$ cat src/design/dttb_pkg.sv
// Package for the depth tested tile blit: sizes, field widths and the queue word.
// Used by every module of the block; depends on nothing.
package dttb_pkg;

    localparam int FB_PIXELS   = 262144;
    localparam int FB_ADDR_W   = $clog2(FB_PIXELS);
    localparam int COORD_W     = 12;
    localparam int TILE_W      = 9;
    localparam int WIDTH_W     = 13;
    localparam int DEPTH_W     = 12;
    localparam int PIXEL_W     = 32;
    localparam int ROWSUM_W    = 13;
    localparam int PROD_W      = ROWSUM_W + WIDTH_W;
    localparam int ADDR_SUM_W  = PROD_W + 1;
    localparam int S_DATA_W    = 80;
    localparam int M_DATA_W    = 40;
    localparam int QUEUE_DEPTH = 4;
    localparam int QPTR_W      = $clog2(QUEUE_DEPTH);
    localparam int QCNT_W      = $clog2(QUEUE_DEPTH + 1);

    localparam logic [WIDTH_W-1:0] WIDTH_RESET = WIDTH_W'(512);
    localparam logic               OP_BLIT     = 1'b0;
    localparam logic               OP_READ     = 1'b1;

    typedef struct packed {
        logic                 op;
        logic                 oor;
        logic [FB_ADDR_W-1:0] addr;
        logic [DEPTH_W-1:0]   depth;
        logic [PIXEL_W-1:0]   pixel;
    } dttb_item_t;

    typedef struct packed {
        logic clearing;
    } dttb_back_status_t;

    function automatic logic [PIXEL_W-1:0] swap_red_blue(input logic [PIXEL_W-1:0] p);
        swap_red_blue = {p[31:24], p[7:0], p[15:8], p[23:16]};
    endfunction

endpackage

$ cat src/design/dttb_queue.sv
// Short queue between front and back end, holding classified items.
// Depends on dttb_pkg.
module dttb_queue (
    input  logic                 aclk,
    input  logic                 aresetn,
    input  logic                 push,
    input  dttb_pkg::dttb_item_t push_item,
    output logic                 full,
    input  logic                 pop,
    output dttb_pkg::dttb_item_t head_item,
    output logic                 empty
);
    import dttb_pkg::*;

    dttb_item_t         slots_reg [QUEUE_DEPTH];
    logic [QPTR_W-1:0]  wr_ptr_reg, wr_ptr_next;
    logic [QPTR_W-1:0]  rd_ptr_reg, rd_ptr_next;
    logic [QCNT_W-1:0]  count_reg, count_next;
    logic               do_push, do_pop;

    assign full      = count_reg == QCNT_W'(QUEUE_DEPTH);
    assign empty     = count_reg == '0;
    assign do_push   = push && !full;
    assign do_pop    = pop && !empty;
    assign head_item = slots_reg[rd_ptr_reg];

    always_comb begin
        wr_ptr_next = do_push ? wr_ptr_reg + 1'b1 : wr_ptr_reg;
        rd_ptr_next = do_pop ? rd_ptr_reg + 1'b1 : rd_ptr_reg;
        count_next  = count_reg;
        if (do_push && !do_pop) begin
            count_next = count_reg + 1'b1;
        end else if (do_pop && !do_push) begin
            count_next = count_reg - 1'b1;
        end
    end

    always_ff @(posedge aclk) begin
        if (!aresetn) begin
            wr_ptr_reg <= '0;
            rd_ptr_reg <= '0;
            count_reg  <= '0;
        end else begin
            wr_ptr_reg <= wr_ptr_next;
            rd_ptr_reg <= rd_ptr_next;
            count_reg  <= count_next;
        end
    end

    always_ff @(posedge aclk) begin
        if (do_push) begin
            slots_reg[wr_ptr_reg] <= push_item;
        end
    end

endmodule

$ cat config.mk
export PLATFORM = sky130hd
export DESIGN_NAME = dttb_queue
export DESIGN_NICKNAME = d
export VERILOG_FILES = /design/src/design/dttb_pkg.sv /design/src/design/dttb_queue.sv
export SDC_FILE = /design/constraint.sdc
export NUM_CORES = 1
export LEC_CHECK = 0
export BUFFER_PORTS_ARGS = -buffer_cell sky130_fd_sc_hd__clkbuf_2
export CAP_MARGIN = 0
export CORE_MARGIN = 1
export CORE_UTILIZATION = 51
export CTS_BUF_LIST = sky130_fd_sc_hd__clkbuf_16
export DETAILED_ROUTE_END_ITERATION = 16
export PLACE_DENSITY = 0.75
export SLEW_MARGIN = 20
export SYNTH_ARGS = -nofsm -noshare
export SYNTH_HDL_FRONTEND = slang
export SYNTH_SLANG_ARGS = --single-unit
$ cat constraint.sdc
create_clock -name aclk -period 2.7 [get_ports aclk]
set_clock_uncertainty 0.1 [all_clocks]
set_input_delay 0.135 -clock aclk [delete_from_list [all_inputs] [get_ports aclk]]
set_output_delay 0.135 -clock aclk [all_outputs]
set_load 0.05 [all_outputs]
# Word level (Yosys, flattened, before mapping)
# Memory sizes are Yosys's and may differ from the RTL's. A register that Yosys moved wholly into a read port is not among the register bits.
# Index checks and enable logic that the tools add are counted.
# Widths: inputs -> output; s select.
# op_classes
n_addsub	4
eq_ne	1
muxes	6
reduce_logical	10
# op_table
operator	n
$mux 3	2
$add 2x1->2 const B	2
$logic_and 1x1->1	4
$logic_not 1->1	4
$mux 2	2
$add 3x1->3 const B	1
$eq 3x3->1 const B	1
$logic_not 3->1	1
$sub 3x1->3 const B	1
$mux 1	2
$reduce_bool 2->1	1
# word_totals
reg_bits	7
mem_bits_rw	256
word_cells	25
n_memories	1
# mem_list
name	words	width	rd	rd_ports_with_merged_regs	write_ports	line_no	rtl
slots_reg	4	64	1	1	1	dttb_queue.sv:15	dttb_item_t slots_reg [QUEUE_DEPTH];

# Logic depth before layout (Yosys ltp)
# depth
depth_word	7
ltp_mapped	9

# Worst setup path before layout
# Ideal clock, no wire load.
# synth_path
kind	register to register
startpoint	register count_reg[0]
endpoint	memory slots_reg[0][0] (netlist name), enable pin
t_arrival_ps	2467
required_time_ps	2171
setup_slack_ps	-296
stages_incl_launch_ff	5
n_path_buf	1
period_less_slack_ps	2996
path_cell_list	dfxtp_1 > nor3b_2 > nor2b_1 > buf_2 > and2_1
# synth_between
elab_chain_len	5
# synth_rtl
element	line_no	rtl
start: declaration	dttb_queue.sv:18	logic [QCNT_W-1:0] count_reg, count_next;
start signal: assignment	dttb_queue.sv:46	count_reg <= count_next;
$eq 3x3->1	dttb_queue.sv:21	assign full = count_reg == QCNT_W'(QUEUE_DEPTH);
net full	dttb_queue.sv:8	output logic full,
$logic_not 1->1	dttb_queue.sv:23	assign do_push = push && !full;
$logic_and 1x1->1	dttb_queue.sv:23	
net do_push	dttb_queue.sv:19	logic do_push, do_pop;
$mux 1	dttb_queue.sv:51	if (do_push) begin
$mux 1 (not written as such)	dttb_queue.sv:52	slots_reg[wr_ptr_reg] <= push_item;
end: declaration	dttb_queue.sv:15	
# The timed path passes the listed nets, and every way through them passes these cells.

==> out/qor.txt <==
RUN STATUS
----------------------------------------------------------------------------------
Run status                                                               completed

WORST SETUP PATH
----------------------------------------------------------------------------------
Cell type of the slowest stage on the worst timing path               sky130_fd_sc_hd__mux4_2
Nature of the critical path startpoint                                        flop
Critical path peak fanout                                                       34
Category of the most critical setup path                              flop to output port
Capturing element of the worst setup path                             head_item[56]
R2r endpoint                                                          count_reg[2]
Reg-to-reg setup timing slack                                               330 ps
Worst stage delay on the critical path                                      570 ps
Launch instance of the worst register-to-register path                count_reg[1]
CP Capture Type                                                        output port
Arr. time, crit path                                                       2240 ps
Reg2Reg Depth                                                                    7
Data required time of the worst path                                       2470 ps
CP Cell Sequence                                                      buf_12 > mux4_2 > clkbuf_2

LOGIC SYNTHESIS
----------------------------------------------------------------------------------
Nets in the synthesized netlist                                                456
Largest cells by area after synthesis                                 sky130_fd_sc_hd__edfxtp_1 (79%), sky130_fd_sc_hd__mux4_2 (15%), sky130_fd_sc_hd__dfxtp_1 (1.8%)
Flip-flop cell with the highest count after synthesis                 sky130_fd_sc_hd__edfxtp_1
Synth area leader                                                     sky130_fd_sc_hd__edfxtp_1
Seq/Total Area, Yosys                                                        80.5%
Number of warnings issued by yosys                                               0
Yosys top cell area share                                                    78.6%
Most frequently used cell type in the post-synthesis netlist          sky130_fd_sc_hd__edfxtp_1
Avg Cell Area, Syn                                                      25.6 sq um
Number of synthesized register bits                                            265
List of most frequent post-synthesis cells                            sky130_fd_sc_hd__edfxtp_1 (256), sky130_fd_sc_hd__mux4_2 (64), sky130_fd_sc_hd__dfxtp_1 (9), sky130_fd_sc_hd__and2_1 (8), sky130_fd_sc_hd__buf_2 (7)
Netlist area before placement                                           9780 sq um
Number of enable-type register cells in the synthesized netlist                256
Synth unique cells                                                              24
Fraction of synthesis flops using an asynchronous set or reset pin              0%
Syn Inst Count                                                                 382

POWER AND IR DROP
----------------------------------------------------------------------------------
Ratio of total power to cell area                                     1040 nW/um^2
Peak VDD IR                                                               0.889 mV
Leakage dissipation                                                        4.29 nW

GLOBAL ROUTING
----------------------------------------------------------------------------------
Total track usage                                                            18.8%
Largest net degree at the start of global routing                               35
Total congestion overflow                                                        0
Global-route wire length before repair                                28100 microns
Initial antenna violation count                                                  0
Via count of the first global-routing pass                                    5367

FLOORPLANNING
----------------------------------------------------------------------------------
Ports                                                                          134
Initial Util                                                                 52.1%
Core ar.                                                               18800 sq um
Chip Height                                                            140 microns
Site row count                                                                  50
Die Width                                                              140 microns
Die Footprint                                                          19700 sq um

CELLS AND AREA
----------------------------------------------------------------------------------
Number of nets in the finished design                                          685
Layout cells sized above 1                                                   41.2%
Final Instance Area                                                    12300 sq um
Flip-flop count of the largest register, all copies and words added            256
Area growth, synth to finish                                                 25.9%
Count of inserted antenna diode cells                                            0

STA
----------------------------------------------------------------------------------
Crit share post-route                                                        91.7%
Headroom to the max-slew limit                                               65.5%
Achievable Freq                                                            404 MHz
Least setup slack across all paths after layout                             225 ps
# setup viols final                                                              0
Time the final worst path needs with I/O delays and setup                  2480 ps
RSZ-0062 raised after global routing                                         false
Max-slew violations                                                              0
Worst Max-Slew Pin Slew                                                     518 ps
Hold Fails Final Rpt                                                             0
Setup TNS Final                                                               0 ps

ROUTING
----------------------------------------------------------------------------------
Total Routed Length                                                   17900 microns
Vias per std cell                                                             5.41
Number of DRC markers in iteration 0                                           293
Detail-routed net length per standard cell                            20.8 microns
Vias after detailed routing                                                   4672
Pre-Repair DR Iteration Count                                                    4
Count of unresolved DRC violations after routing                                 0
Antenna Violating Nets Remaining                                                 0

PLACE
----------------------------------------------------------------------------------
Setup slack after placement                                                 357 ps
Count of input and output buffers                                              133
Global placer's final weighted congestion                                    0.672
Placed Area                                                            10800 sq um
DP Wirelength                                                         10700 microns

CLOCK NETWORK
----------------------------------------------------------------------------------
Clock buffer count from CTS                                                     26
Post-CTS Setup Inserts                                                           0
Clock tree root buffer cell                                           sky130_fd_sc_hd__clkbuf_16
TritonCTS clock tree                                                         built
Clock-pin slew on the worst setup and hold paths                             60 ps
Htree depth                                                                      1
Buffers from clock root to sink, at most                                         3
TritonCTS Sinks                                                                265
Clock latency on the worst-skew pair                                        520 ps

WORST HOLD PATH
----------------------------------------------------------------------------------
Class of the tightest hold or removal check                           input pin to flop

RUN
----------------------------------------------------------------------------------
Total of max-cap violations                                                      0

-- metrics by stage --
step	total power, mW	util (%)	hold WS [ps]	instances
after floorplan	8.46	-	134	382
after global placement	9.18	57.5	247	751
after detailed placement	9.27	57.5	257	751
after CTS	13.0	65.6	3.77	863
after global routing	13.3	65.6	13.2	863
final	12.8	65.6	24.1	863
-- worst min path at each step --
stage | startpoint | endpoint | slack (ps) | cells past startpoint
after CTS | pop | flop | 4 | 4
after detailed placement | push_item[3] | slots_reg[1][3] | 260 | 1
after floorplan | push_item[0] | slots_reg[0][0] | 130 | 0
after global routing | pop | flop | 10 | 4
after global placement | push_item[6] | slots_reg[0][6] | 250 | 1
final | pop | flop | 20 | 4
-- area by class of cell --
class | instances | area [sq um]
multi-input cells | 98 | 1730
clock buffers | 27 | 676
clock inverters | 19 | 186
repair buffers | 217 | 1540
inverters | 3 | 11.3
fillers | 1256 | 6460
well taps | 234 | 293
flip-flops and latches | 265 | 7880
-- cells by family after synthesis --
kind of cell / after synthesis / share of synthesized area [%]
buffers and inverters: 19 / 1.91
and+or+nand+nor: 17 / 1.04
AOI/OAI and AO/OA: 4 / 0.345
muxes: 67 / 15.0
adders and majority gates: 6 / 0.845
xor gates and xnor gates: 4 / 0.358
DFF: 265 / 80.5
-- report_power, final --
group          internal, mW  total (mW)  switching (mW)
sequential             5.00        5.22           0.227
clock                  2.18        3.59            1.41
combinational          1.32        4.00            2.69
total                  8.49        12.8            4.33
-- worst max-delay path: cells and delay by family, from the launching register on --
family | cells | cell delay, ps
DFF | 1 | 550
buffers and inverters | 2 | 580
muxes | 1 | 570
-- cell usage in the layout, fill, tap and decap left out, types with 5 or more instances in the layout --
master / count
sky130_fd_sc_hd__edfxtp_1: 256
sky130_fd_sc_hd__clkbuf_2: 133
sky130_fd_sc_hd__dlygate4sd3_1: 66
sky130_fd_sc_hd__mux4_2: 64
sky130_fd_sc_hd__clkbuf_16: 27
sky130_fd_sc_hd__buf_4: 12
sky130_fd_sc_hd__inv_1: 10
sky130_fd_sc_hd__dfxtp_1: 7
sky130_fd_sc_hd__buf_12: 6
sky130_fd_sc_hd__ha_1: 5
-- repair_timing --
| item | CTS | global route |
|---|---|---|
| resized for setup | 0 | 0 |
| hold buffers | 66 | 0 |
| endpoints found under the setup margin | 0 | 0 |
| endpoints found under the hold margin | 265 | 0 |
-- per-layer routing --
layer | share of wire [%] | up-vias | track usage, %
met1 | 41 | 2394 | 23.5
li1 | - | 2093 | -
met5 | 0 | - | 0
met2 | 52 | 156 | 34.1
met4 | 2.0 | 0 | 5.55
met3 | 4.5 | 29 | 2.91
(Power assumes the default switching activity.)
